`config.mk`:
```
export PLATFORM = sky130hd
export DESIGN_NAME = integer_to_radix_ascii
export DESIGN_NICKNAME = d
export VERILOG_FILES = /design/src/hw/rtl/ira_pkg.sv /design/src/hw/rtl/ira_ram.sv /design/src/hw/rtl/ira_div.sv /design/src/hw/rtl/integer_to_radix_ascii.sv
export SDC_FILE = /design/constraint.sdc
export NUM_CORES = 1
export LEC_CHECK = 0
export CORE_MARGIN = 2
export CORE_UTILIZATION = 50
export CTS_BUF_LIST = sky130_fd_sc_hd__clkbuf_16
export CTS_CLUSTER_SIZE = 30
export DETAILED_ROUTE_END_ITERATION = 8
export DONT_BUFFER_PORTS = 1
export PLACE_DENSITY_LB_ADDON = 0.2
export SYNTH_ARGS = -nofsm -noshare
export SYNTH_HDL_FRONTEND = slang
export SYNTH_HIERARCHICAL = 1
export SYNTH_SLANG_ARGS = --single-unit
```
`constraint.sdc`:
```
create_clock -name clk_i -period 20.8 [get_ports clk_i]
set_input_delay 1.04 -clock clk_i [delete_from_list [all_inputs] [get_ports clk_i]]
set_output_delay 1.04 -clock clk_i [all_outputs]
set_load 0.01 [all_outputs]
```
`src/hw/rtl/ira_pkg.sv`:
```
`timescale 1ns / 1ps
// Shared types, constants and helper functions for the radix ASCII converter.
// Used by ira_div and integer_to_radix_ascii; depends on nothing else.
package ira_pkg;

  // Default width of the converted integer
  localparam int unsigned VALUE_BITS_DEFAULT = 64;

  // Width of the radix register and of one digit value
  localparam int unsigned RADIX_W = 6;

  // Radix limits and reset value
  localparam logic [RADIX_W-1:0] RADIX_MIN   = 6'd2;
  localparam logic [RADIX_W-1:0] RADIX_MAX   = 6'd36;
  localparam logic [RADIX_W-1:0] RADIX_RESET = 6'd10;

  // Quotient bits resolved per divider cycle
  localparam int unsigned DIV_BITS_PER_CYCLE = 8;

  // ASCII codes
  localparam int unsigned CHAR_W = 7;
  localparam logic [CHAR_W-1:0] ASCII_ZERO = 7'd48;
  localparam logic [CHAR_W-1:0] ASCII_A    = 7'd65;
  localparam logic [CHAR_W-1:0] ASCII_Z    = 7'd90;
  localparam logic [RADIX_W-1:0] DEC_DIGITS = 6'd10;

  // Sequencer states, one-hot
  typedef enum logic [2:0] {
    ST_IDLE = 3'b001,
    ST_DIV  = 3'b010,
    ST_EMIT = 3'b100
  } state_e;

  // Clamp the register value into the legal radix range
  function automatic logic [RADIX_W-1:0] eff_radix(input logic [RADIX_W-1:0] r);
    logic [RADIX_W-1:0] res;
    res = r;
    if (r < RADIX_MIN) begin
      res = RADIX_MIN;
    end else if (r > RADIX_MAX) begin
      res = RADIX_MAX;
    end
    return res;
  endfunction

  // Map a digit value 0..35 to '0'..'9', 'A'..'Z'
  function automatic logic [CHAR_W-1:0] digit_glyph(input logic [RADIX_W-1:0] d);
    logic [CHAR_W-1:0] res;
    if (d < DEC_DIGITS) begin
      res = ASCII_ZERO + CHAR_W'(d);
    end else begin
      res = ASCII_A + CHAR_W'(d - DEC_DIGITS);
    end
    return res;
  endfunction

endpackage

```
`src/hw/rtl/ira_ram.sv`:
```
`timescale 1ns / 1ps
// Generic single-port-write, single-port-read RAM with registered read data.
// Stand-alone; no package needed.
module ira_ram #(
  parameter int unsigned WIDTH = 8,
  parameter int unsigned DEPTH = 64,
  parameter int unsigned AW    = (DEPTH > 1) ? $clog2(DEPTH) : 1
) (
  input  logic             clk_i,
  input  logic             we_i,
  input  logic [AW-1:0]    waddr_i,
  input  logic [WIDTH-1:0] wdata_i,
  input  logic             re_i,
  input  logic [AW-1:0]    raddr_i,
  output logic [WIDTH-1:0] rdata_o
);

  logic [WIDTH-1:0] mem_q [DEPTH];
  logic [WIDTH-1:0] rdata_q;

  // Write port and registered read port; read data holds between reads
  always_ff @(posedge clk_i) begin
    if (we_i) begin
      mem_q[waddr_i] <= wdata_i;
    end
    if (re_i) begin
      rdata_q <= mem_q[raddr_i];
    end
  end

  assign rdata_o = rdata_q;

endmodule

```
`src/hw/rtl/ira_div.sv`:
```
`timescale 1ns / 1ps
// Iterative restoring divider: divides a VALUE_BITS dividend by a 6-bit radix,
// DIV_BITS_PER_CYCLE quotient bits per cycle. Depends on ira_pkg.
module ira_div #(
  parameter int unsigned VALUE_BITS = ira_pkg::VALUE_BITS_DEFAULT
) (
  input  logic                         clk_i,
  input  logic                         rst_ni,
  input  logic                         start_i,
  input  logic [VALUE_BITS-1:0]        dividend_i,
  input  logic [ira_pkg::RADIX_W-1:0]  radix_i,
  output logic                         done_o,
  output logic [VALUE_BITS-1:0]        quotient_o,
  output logic [ira_pkg::RADIX_W-1:0]  remainder_o
);
  import ira_pkg::*;

  localparam int unsigned Steps = (VALUE_BITS + DIV_BITS_PER_CYCLE - 1) / DIV_BITS_PER_CYCLE;
  localparam int unsigned DivW  = Steps * DIV_BITS_PER_CYCLE;
  localparam int unsigned CntW  = (Steps > 1) ? $clog2(Steps) : 1;

  logic               busy_q, busy_d;
  logic               done_q, done_d;
  logic [CntW-1:0]    cnt_q, cnt_d;
  logic [DivW-1:0]    quo_q, quo_d;
  logic [RADIX_W-1:0] rem_q, rem_d;

  // Resolve one group of quotient bits: shift in, compare, subtract
  always_comb begin
    logic [RADIX_W:0] r;
    logic [DivW-1:0]  q;
    r = {1'b0, rem_q};
    q = quo_q;
    for (int i = 0; i < DIV_BITS_PER_CYCLE; i++) begin
      r = {r[RADIX_W-1:0], q[DivW-1]};
      q = {q[DivW-2:0], 1'b0};
      if (r >= {1'b0, radix_i}) begin
        r    = r - {1'b0, radix_i};
        q[0] = 1'b1;
      end
    end

    busy_d = busy_q;
    done_d = 1'b0;
    cnt_d  = cnt_q;
    quo_d  = quo_q;
    rem_d  = rem_q;
    if (start_i) begin
      busy_d = 1'b1;
      cnt_d  = '0;
      quo_d  = DivW'(dividend_i);
      rem_d  = '0;
    end else if (busy_q) begin
      quo_d = q;
      rem_d = r[RADIX_W-1:0];
      cnt_d = cnt_q + CntW'(1);
      if (cnt_q == CntW'(Steps - 1)) begin
        busy_d = 1'b0;
        done_d = 1'b1;
      end
    end
  end

  // Control state
  always_ff @(posedge clk_i or negedge rst_ni) begin
    if (!rst_ni) begin
      busy_q <= 1'b0;
      done_q <= 1'b0;
      cnt_q  <= '0;
    end else begin
      busy_q <= busy_d;
      done_q <= done_d;
      cnt_q  <= cnt_d;
    end
  end

  // Working registers
  always_ff @(posedge clk_i) begin
    quo_q <= quo_d;
    rem_q <= rem_d;
  end

  assign done_o      = done_q;
  assign quotient_o  = quo_q[VALUE_BITS-1:0];
  assign remainder_o = rem_q;

  a_no_start_busy: assert property (@(posedge clk_i) disable iff (!rst_ni)
    start_i |-> !busy_q)
    else $error("divider restarted while busy");

  a_done_idle: assert property (@(posedge clk_i) disable iff (!rst_ni)
    done_q |-> !busy_q)
    else $error("divider done while still busy");

  a_rem_range: assert property (@(posedge clk_i) disable iff (!rst_ni)
    done_q |-> (rem_q < radix_i))
    else $error("remainder not below radix");

endmodule

```
`src/hw/rtl/integer_to_radix_ascii.sv`:
```
`timescale 1ns / 1ps
// Top level of the radix ASCII converter: sequencer, digit memory, output register.
// Depends on ira_pkg, ira_div and ira_ram.
//
// Converts one integer per request into ASCII digits ('0'-'9', 'A'-'Z') in the
// radix held in the configuration register (0/1 act as 2, above 36 acts as 36).
// Digits leave most significant first, one per output request, tlast on the
// final one; tuser flags every digit of a negative signed conversion. Each
// digit is one division of the remaining value on the shared divider,
// whose remainders are written least significant first into the digit memory;
// the memory is then read back in reverse at one digit per cycle while the
// output is not stalled. A new request is taken once the last digit has
// moved into the output register.
module integer_to_radix_ascii #(
  parameter int unsigned VALUE_BITS = ira_pkg::VALUE_BITS_DEFAULT
) (
  input  logic                        clk_i,
  input  logic                        rst_ni,
  // Configuration: radix register
  input  logic                        cfg_we_i,
  input  logic [ira_pkg::RADIX_W-1:0] cfg_wdata_i,
  // Input requests
  input  logic                        s_axis_tvalid,
  output logic                        s_axis_tready,
  input  logic [63:0]                 s_axis_tdata,  // [63:0] value
  input  logic                        s_axis_tuser,  // [0] signed_mode
  // Output requests
  output logic                        m_axis_tvalid,
  input  logic                        m_axis_tready,
  output logic [7:0]                  m_axis_tdata,  // [6:0] digit_char, [7] zero
  output logic                        m_axis_tuser,  // [0] negative
  output logic                        m_axis_tlast
);
  import ira_pkg::*;

  localparam int unsigned AddrW = (VALUE_BITS > 1) ? $clog2(VALUE_BITS) : 1;
  localparam int unsigned CntW  = $clog2(VALUE_BITS + 1);

  state_e               state_q, state_d;
  logic [RADIX_W-1:0]   radix_q;
  logic                 neg_q;
  logic [AddrW-1:0]     wr_idx_q, wr_idx_d;
  logic [AddrW-1:0]     rd_addr_q, rd_addr_d;
  logic [CntW-1:0]      rd_left_q, rd_left_d;
  logic                 rd_pend_q, rd_pend_d;
  logic                 rd_last_q;
  logic                 m_valid_q, m_valid_d;
  logic [CHAR_W-1:0]    m_char_q;
  logic                 m_neg_q, m_last_q;

  logic                 in_acc;
  logic [VALUE_BITS-1:0] in_val, in_mag;
  logic                 in_neg;
  logic [RADIX_W-1:0]   radix_eff;
  logic                 div_start, div_done;
  logic [VALUE_BITS-1:0] div_dividend, div_quo;
  logic [RADIX_W-1:0]   div_rem;
  logic                 ram_we, ram_re;
  logic [RADIX_W-1:0]   ram_rdata;
  logic                 out_load;

  // Hold the radix register
  always_ff @(posedge clk_i or negedge rst_ni) begin
    if (!rst_ni) begin
      radix_q <= RADIX_RESET;
    end else if (cfg_we_i) begin
      radix_q <= cfg_wdata_i;
    end
  end

  assign radix_eff = eff_radix(radix_q);

  // Accept requests while idle; take the magnitude of a negative signed input
  assign s_axis_tready = (state_q == ST_IDLE);
  assign in_acc        = s_axis_tvalid && s_axis_tready;
  assign in_val        = s_axis_tdata[VALUE_BITS-1:0];
  assign in_neg        = s_axis_tuser && in_val[VALUE_BITS-1];
  assign in_mag        = in_neg ? (~in_val + VALUE_BITS'(1)) : in_val;

  // Divider: start on a request, restart on each non-zero quotient
  assign ram_we       = (state_q == ST_DIV) && div_done;
  assign div_start    = in_acc || (ram_we && (div_quo != '0));
  assign div_dividend = in_acc ? in_mag : div_quo;

  ira_div #(
    .VALUE_BITS (VALUE_BITS)
  ) u_div (
    .clk_i       (clk_i),
    .rst_ni      (rst_ni),
    .start_i     (div_start),
    .dividend_i  (div_dividend),
    .radix_i     (radix_eff),
    .done_o      (div_done),
    .quotient_o  (div_quo),
    .remainder_o (div_rem)
  );

  // Digit memory: written least significant first, read back in reverse.
  // Reading starts only after the final write, so no forwarding is needed.
  ira_ram #(
    .WIDTH (RADIX_W),
    .DEPTH (VALUE_BITS),
    .AW    (AddrW)
  ) u_ram (
    .clk_i   (clk_i),
    .we_i    (ram_we),
    .waddr_i (wr_idx_q),
    .wdata_i (div_rem),
    .re_i    (ram_re),
    .raddr_i (rd_addr_q),
    .rdata_o (ram_rdata)
  );

  // Move a fetched digit into the output register when it is free
  assign out_load = rd_pend_q && (!m_valid_q || m_axis_tready);
  assign ram_re   = (state_q == ST_EMIT) && (rd_left_q != '0) && (!rd_pend_q || out_load);

  // Sequencer
  always_comb begin
    state_d   = state_q;
    wr_idx_d  = wr_idx_q;
    rd_addr_d = rd_addr_q;
    rd_left_d = rd_left_q;
    rd_pend_d = rd_pend_q;
    unique case (state_q)
      ST_IDLE: begin
        if (in_acc) begin
          wr_idx_d = '0;
          state_d  = ST_DIV;
        end
      end
      ST_DIV: begin
        if (div_done) begin
          if (div_quo != '0) begin
            wr_idx_d = wr_idx_q + AddrW'(1);
          end else begin
            rd_addr_d = wr_idx_q;
            rd_left_d = CntW'(wr_idx_q) + CntW'(1);
            state_d   = ST_EMIT;
          end
        end
      end
      ST_EMIT: begin
        if (ram_re) begin
          rd_addr_d = rd_addr_q - AddrW'(1);
          rd_left_d = rd_left_q - CntW'(1);
          rd_pend_d = 1'b1;
        end else if (out_load) begin
          rd_pend_d = 1'b0;
        end
        if ((rd_left_q == '0) && (!rd_pend_q || out_load)) begin
          state_d = ST_IDLE;
        end
      end
      default: begin
        state_d = ST_IDLE;
      end
    endcase
  end

  // Output valid: set on load, drop once taken
  always_comb begin
    m_valid_d = m_valid_q;
    if (out_load) begin
      m_valid_d = 1'b1;
    end else if (m_axis_tready) begin
      m_valid_d = 1'b0;
    end
  end

  // Control state
  always_ff @(posedge clk_i or negedge rst_ni) begin
    if (!rst_ni) begin
      state_q   <= ST_IDLE;
      wr_idx_q  <= '0;
      rd_addr_q <= '0;
      rd_left_q <= '0;
      rd_pend_q <= 1'b0;
      m_valid_q <= 1'b0;
    end else begin
      state_q   <= state_d;
      wr_idx_q  <= wr_idx_d;
      rd_addr_q <= rd_addr_d;
      rd_left_q <= rd_left_d;
      rd_pend_q <= rd_pend_d;
      m_valid_q <= m_valid_d;
    end
  end

  // Payload registers
  always_ff @(posedge clk_i) begin
    if (in_acc) begin
      neg_q <= in_neg;
    end
    if (ram_re) begin
      rd_last_q <= (rd_left_q == CntW'(1));
    end
    if (out_load) begin
      m_char_q <= digit_glyph(ram_rdata);
      m_neg_q  <= neg_q;
      m_last_q <= rd_last_q;
    end
  end

  assign m_axis_tvalid = m_valid_q;
  assign m_axis_tdata  = {1'b0, m_char_q};
  assign m_axis_tuser  = m_neg_q;
  assign m_axis_tlast  = m_last_q;

  a_last_after_reads: assert property (@(posedge clk_i) disable iff (!rst_ni)
    (out_load && rd_last_q) |-> (rd_left_q == '0))
    else $error("final digit loaded while reads remain");

  a_char_range: assert property (@(posedge clk_i) disable iff (!rst_ni)
    m_axis_tvalid |-> ((m_char_q >= ASCII_ZERO) && (m_char_q <= ASCII_Z)))
    else $error("digit character out of range");

  a_no_stale_digit: assert property (@(posedge clk_i) disable iff (!rst_ni)
    s_axis_tready |-> (!rd_pend_q && (rd_left_q == '0)))
    else $error("new request taken with digits still pending");

endmodule
```
==> results of run 1 <==
[routing by layer]
layer	up-vias	track usage (%)	share of wire, %
met5	-	0	0
met4	0	7.42	2.7
met3	93	3.27	5.3
met2	475	39.1	50
met1	7999	31.6	42
li1	7296	-	-
[cell usage after synthesis, drive strengths merged (16+ instances only)]
master	number
mux2	91
o21ai	109
xor2	36
inv	58
buf	32
nand2	140
nor2	137
edfxtp	465
o22ai	16
clkbuf	53
nor2b	26
a21oi	56
xnor2	53
a211oi	16
mux2i	46
nand2b	16
a31oi	20
nand3	34
nor3	31
ha	59
dfrtp	32
nor4	34
mux4	93
nand4	17
[cells by family (layout without fill, tap and decap cells)]
kind of cell               after synthesis  in the layout  share of synthesized area, %
other                                    1              1                        0.0146
muxes                                  230            230                          14.1
adders and majority gates               68             68                          3.53
buffers and inverters                  143            170                          2.60
xor gates and xnor gates                89             89                          3.03
and+or+nand+nor                        511            511                          9.77
AOI/OAI and AO/OA                      334            334                          8.88
DFF                                    506            506                          58.1
[final cells by class]
class                           instances  area (um2)
Clock buffer                           53        1330
Clock inverter                         39         239
Fill cell                            4203       23200
Inverter                               58         218
Multi-Input combinational cell       1233       10100
Sequential cell                       506       15000
Tap cell                              680         851
Timing Repair Buffer                   20         150
[worst max-delay path, delay by kind of cell (launching register included)]
kind / cells / cell delay (ns)
flops: 1 / 0.39
mux: 8 / 2.86
simple gates: 15 / 3.69
buf+inv: 5 / 0.77
fa+ha+maj: 9 / 2.95
compound gates: 32 / 7.46
[flip-flops by register name, summed over array words and instances (netlist names), 6 cells and up]
signal,count
m_char_q,7
radix_q,6
rd_addr_q,6
rd_left_q,7
u_div/quotient_o,64
u_div/remainder_o,6
u_ram/mem_q,384
u_ram/rdata_o,6
wr_idx_q,6
[metrics by stage]
stage / util [%] / hold WS [ns] / cells / instance area [um2] / setup WS, ns
4_1_cts: 54.6 / 0.0748 / 2589 / 27900 / 2.54
3_3_place_gp: 51.5 / 0.426 / 2497 / 26300 / 3.31
3_5_place_dp: 51.5 / 0.414 / 2497 / 26300 / 2.60
6_report: 54.6 / 0.110 / 2589 / 27900 / 2.45
5_1_grt: 54.6 / 0.0803 / 2589 / 27900 / 0.928
2_1_floorplan: - / 0.400 / 1882 / 25700 / 5.21
[how the worst min path moves through the flow]
| stage | from | to | slack, ns | cells past startpoint |
|---|---|---|---|---|
| 2_1_floorplan | rd_last_q$_DFFE_PP_ | m_axis_tlast$_DFFE_PP_ | 0.40 | 0 |
| 3_3_place_gp | rd_last_q$_DFFE_PP_ | m_axis_tlast$_DFFE_PP_ | 0.43 | 0 |
| 3_5_place_dp | rd_last_q$_DFFE_PP_ | m_axis_tlast$_DFFE_PP_ | 0.41 | 0 |
| 4_1_cts | rst_ni | m_axis_tvalid$_DFFE_PN0P_ | 0.07 | 0 |
| 5_1_grt | rst_ni | rd_pend_q$_DFFE_PN0P_ | 0.08 | 0 |
| 6_report | rst_ni | m_axis_tvalid$_DFFE_PN0P_ | 0.11 | 0 |
==> results.cfg, run 1 <==
[run_status]
outcome = finished, final reports clean

[timing]
slew_headroom_pct = 18.5
rsz0062_at_grt = false
period_needed_ns = 18.35
skew_ns = 0.0586
tightest_slew_ns = 1.22
drv_slew = 0
period_share_pct = 88.2
fmax_mhz = 54.5
fin_tns_setup_ns = 0
hold_violations = 0
finalSetupViolations = 0

[cts]
cts_setup_buffers = 0
clk_latency_ns = 0.64
htreeDepth = 2
ctsLongestPathBuffers = 3
path_clk_slew_ns = 0.06
numCtsBuffers = 52
clock_sinks = 506
cts_hold_buffers = 0
root_buffer = clkbuf_16
tritoncts = done
cts.repair.resized = 0

[synthesis]
synth-edff-count = 465
async_reset_ff_share_pct = 6.92
synth_flop_cell = edfxtp_1
synth.top_cell.area_share_pct = 54.2
synth_cells = 1882
ys.warnings.count = 6
syn_area_per_cell_um2 = 13.7
ys_top_cells_by_area = edfxtp_1 (54%), mux4_2 (7.6%), mux2_2 (3.9%)
seq_area_frac_synth_pct = 58.1
yosys_register_bits = 506
synth_area_mm2 = 0.0257
synth_fp_nets = 2025
synth.largest_area_cell = edfxtp_1
yosys.cell_types.count = 98

[worst_setup_path]
slowest_delay_ns = 0.62
r2r_start = radix_q[4]$_DFFE_PN0P_
critPathArrivalTime_ns = 18.69
path_class = reg2reg
rr_worst_depth = 69
worstSetupEndpoint = u_div/quotient_o[0]$_DFFE_PP_
cpMostUsedCell = ha_1
worstPathRequired_ns = 21.14
end_kind = register
cp-start-kind = register
r2r_end = u_div/quotient_o[0]$_DFFE_PP_
worstPathMaxFanout = 11
r2r_setup_slack_ns = 2.45
crit_slowest_cell = maj3_1
cp-startpoint = radix_q[4]$_DFFE_PN0P_

[placement]
hpwl_um = 41300
io_buffer_count = 0
place_congestion = 0.881

[drt]
detail_route.wl_per_cell_um = 23.8
routed_wirelength_um = 61600
avgViaCountPerCell = 6.13
drc = 0
firstDrtPassIters = 7
drtIter0Drc = 1193
vias = 15900
drtAntennaViolNets = 0

[layout]
nets = 2014
n_antenna_cell = 0
final_cell_mix = edfxtp_1 (465), nand2_1 (139), nor2_1 (136)
final_common_cell = edfxtp_1
layout-drive-gt1-share_pct = 16.8
synthToLayoutAreaGrowth_pct = 8.32

[global_route]
grt_first_pass_wirelength_um = 95300
grtUsageTotal_pct = 23.3
grt_pass1_vias = 15900
grt_overflow_total = 0
grt_antenna_before_repair = 0
grt_max_degree = 107

[die]
core-area_mm2 = 0.0511
die_x_um = 231
rows = 83
dieArea_mm2 = 0.0533
initial_utilization_pct = 50.4
ios = 88
dieHeight_um = 231

[hold_path]
holdCritPathClass = in2async

[flow_run]
max_cap_violations = 0
Power of run 1 is left out: the tool's default activity adds up to more than one toggle a clock period on the data nets, which glitch-free logic cannot reach.
==> run 2: changes to the inputs <==
Settings changed: ABC_AREA set to 1.
==> run 2 against run 1 <==
- cell count grew 46%
- via count grew 34%
- maximum frequency grew 22%
- hold slack gained 0.011 ns
- critical path type unchanged
- highest routed layer unchanged
==> results.cfg, run 2 <==
[run_status]
outcome = finished, final reports clean

[drt]
routed_wirelength_um = 72800
drtAntennaViolNets = 0
drtIter0Drc = 2161
firstDrtPassIters = 9
vias = 21300
drc = 0
detail_route.wl_per_cell_um = 19.2
avgViaCountPerCell = 5.62

[layout]
final_common_cell = nand2_1
largest_reg_flops = 384
synthToLayoutAreaGrowth_pct = 7.66
final_cell_mix = nand2_1 (1133), nand3_1 (477), edfxtp_1 (465)
fin_cells = 3790
post-route-util_pct = 54.6
nets = 3195
largest_register = u_ram/mem_q
layout-drive-gt1-share_pct = 6.24
n_antenna_cell = 0

[synthesis]
synth_area_mm2 = 0.0273
yosys.area_share.simple_pct = 31.2
yosys_register_bits = 506
yosys.cell_types.count = 56
synth.top_cell.area_share_pct = 51.1
synth-edff-count = 465
synth_flop_cell = edfxtp_1
synth_top_family_by_area = simple AND/OR/NAND/NOR gates
ys_top_cells_by_count = nand2_1 (1133), nand3_1 (477), edfxtp_1 (465), nor2_1 (248), inv_1 (171)
muxShareOfSynthArea_pct = 0.0412
synth_compound_area_share_pct = 3.74
async_reset_ff_share_pct = 6.92
synthAdderAreaFrac_pct = 3.29
ys.warnings.count = 6
seq_area_frac_synth_pct = 54.8
synthXorXnorAreaFrac_pct = 2.02
synth.largest_area_cell = edfxtp_1
syn_area_per_cell_um2 = 8.82
ys_top_cells_by_area = edfxtp_1 (51%), nand2_1 (16%), nand3_1 (8.7%)
synth_fp_nets = 3242
synth_cells = 3099
synth_most_common_cell = nand2_1

[timing]
tightest_slew_ns = 1.35
drv_slew = 0
finalSetupViolations = 0
fmax_mhz = 66.4
period_share_pct = 72.4
rsz0062_at_grt = false
period_needed_ns = 15.06
skew_ns = 0.0389
layout_setup_ws_ns = 5.74
hold_violations = 0
slew_headroom_pct = 9.05
fin_tns_setup_ns = 0

[cts]
ctsLongestPathBuffers = 3
htreeDepth = 2
path_clk_slew_ns = 0.06
clock_sinks = 506
cts_setup_buffers = 0
root_buffer = clkbuf_16
clk_latency_ns = 0.61
tritoncts = done
cts_hold_buffers = 0
numCtsBuffers = 53
cts.repair.resized = 0

[global_route]
grt_pass1_vias = 20700
grt_max_degree = 98
grt_antenna_before_repair = 0
grt_first_pass_wirelength_um = 114000
grt_overflow_total = 0
grtUsageTotal_pct = 25.7

[worst_setup_path]
path_class = reg2reg
crit_slowest_cell = a221oi_1
slowest_delay_ns = 0.56
critPathArrivalTime_ns = 15.37
end_kind = register
cp-start-kind = register
worstPathRequired_ns = 21.11
worstPathMaxFanout = 10

[die]
dieArea_mm2 = 0.0565
rows = 85
initial_utilization_pct = 50.7
dieHeight_um = 238
core-area_mm2 = 0.0539
die_x_um = 238
ios = 88

[placement]
hpwl_um = 47600
place_congestion = 0.988
dp_cells = 3692
dp_slack_ns = 5.88
io_buffer_count = 0

[hold_path]
holdCritPathClass = in2async

[flow_run]
max_cap_violations = 0
## run 2: cell count changes in the layout (fill, tap and decap cells not counted), moves of 16 or more
cell | previous run | this run
xnor2_1 | 53 | 27
mux2i_1 | 44 | 0
inv_1 | 76 | 181
nand3_1 | 34 | 477
nor3_1 | 31 | 5
nor2b_1 | 26 | 0
nand2_1 | 139 | 1133
mux2_2 | 89 | 1
a21oi_1 | 54 | 30
nor4_1 | 31 | 7
nor2_1 | 136 | 248
nand2b_1 | 16 | 0
mux4_2 | 87 | 0
## run 2: worst paths after layout
path,startpoint,cells past startpoint,slack [ns],to
min in group clk_i,neg_q$_DFFE_PP_,0,0.42,m_axis_tuser$_DFFE_PP_
min reg2reg,neg_q$_DFFE_PP_,0,0.42,m_axis_tuser$_DFFE_PP_
min,rst_ni,0,0.12,rd_left_q[4]$_DFFE_PN0P_
max in group asynchronous,rst_ni,0,20.44,radix_q[3]$_DFFE_PN1P_
max reg2reg,radix_q[3]$_DFFE_PN1P_,84,5.74,u_div/quotient_o[0]$_DFFE_PP_
max,radix_q[3]$_DFFE_PN1P_,84,5.74,u_div/quotient_o[0]$_DFFE_PP_
## run 2: per-layer routing
layer | track usage (%) | vias up | part of all wire [%]
li1 | - | 10300 | -
met1 | 33.6 | 10100 | 42
met2 | 43.3 | 767 | 48
met3 | 4.04 | 167 | 6.9
met4 | 9.24 | 0 | 3.4
met5 | 0 | - | 0
## run 2: cell type report
type	count	area (um2)
Multi-Input combinational cell	2285	11000
Clock buffer	53	1330
Fill cell	4891	24500
Sequential cell	506	15000
Inverter	181	684
Timing Repair Buffer	25	185
Tap cell	696	871
Clock inverter	44	359
## run 2: kinds of logic (layout without fill, tap and decap cells)
group                    count (synthesis)  after routing
AND/OR/NAND/NOR                       1970           1970
other                                    1              1
AO/OA/AOI/OAI                          183            183
XOR/XNOR                                63             63
flip-flops                             506            506
buffers and inverters                  308            303
adder cells (fa/ha/maj)                 67             67
multiplexers                             1              1
## run 2: per-stage QoR
stage,cell area (um2),hold WS (ns)
final,29400,0.122
after global routing,29400,0.102
after CTS,29400,0.0960
after detailed placement,27700,0.412
after global placement,27700,0.403
after floorplan,27300,0.400
## run 2: critical path, delay by kind of cell (launching register included)
family	cells	cell delay (ns)
and+or+nand+nor	33	4.01
AOI/OAI and AO/OA	30	6.11
buffers and inverters	13	1.50
DFF	1	0.53
adders and majority gates	8	2.63
Power of run 2 is left out for the same reason.
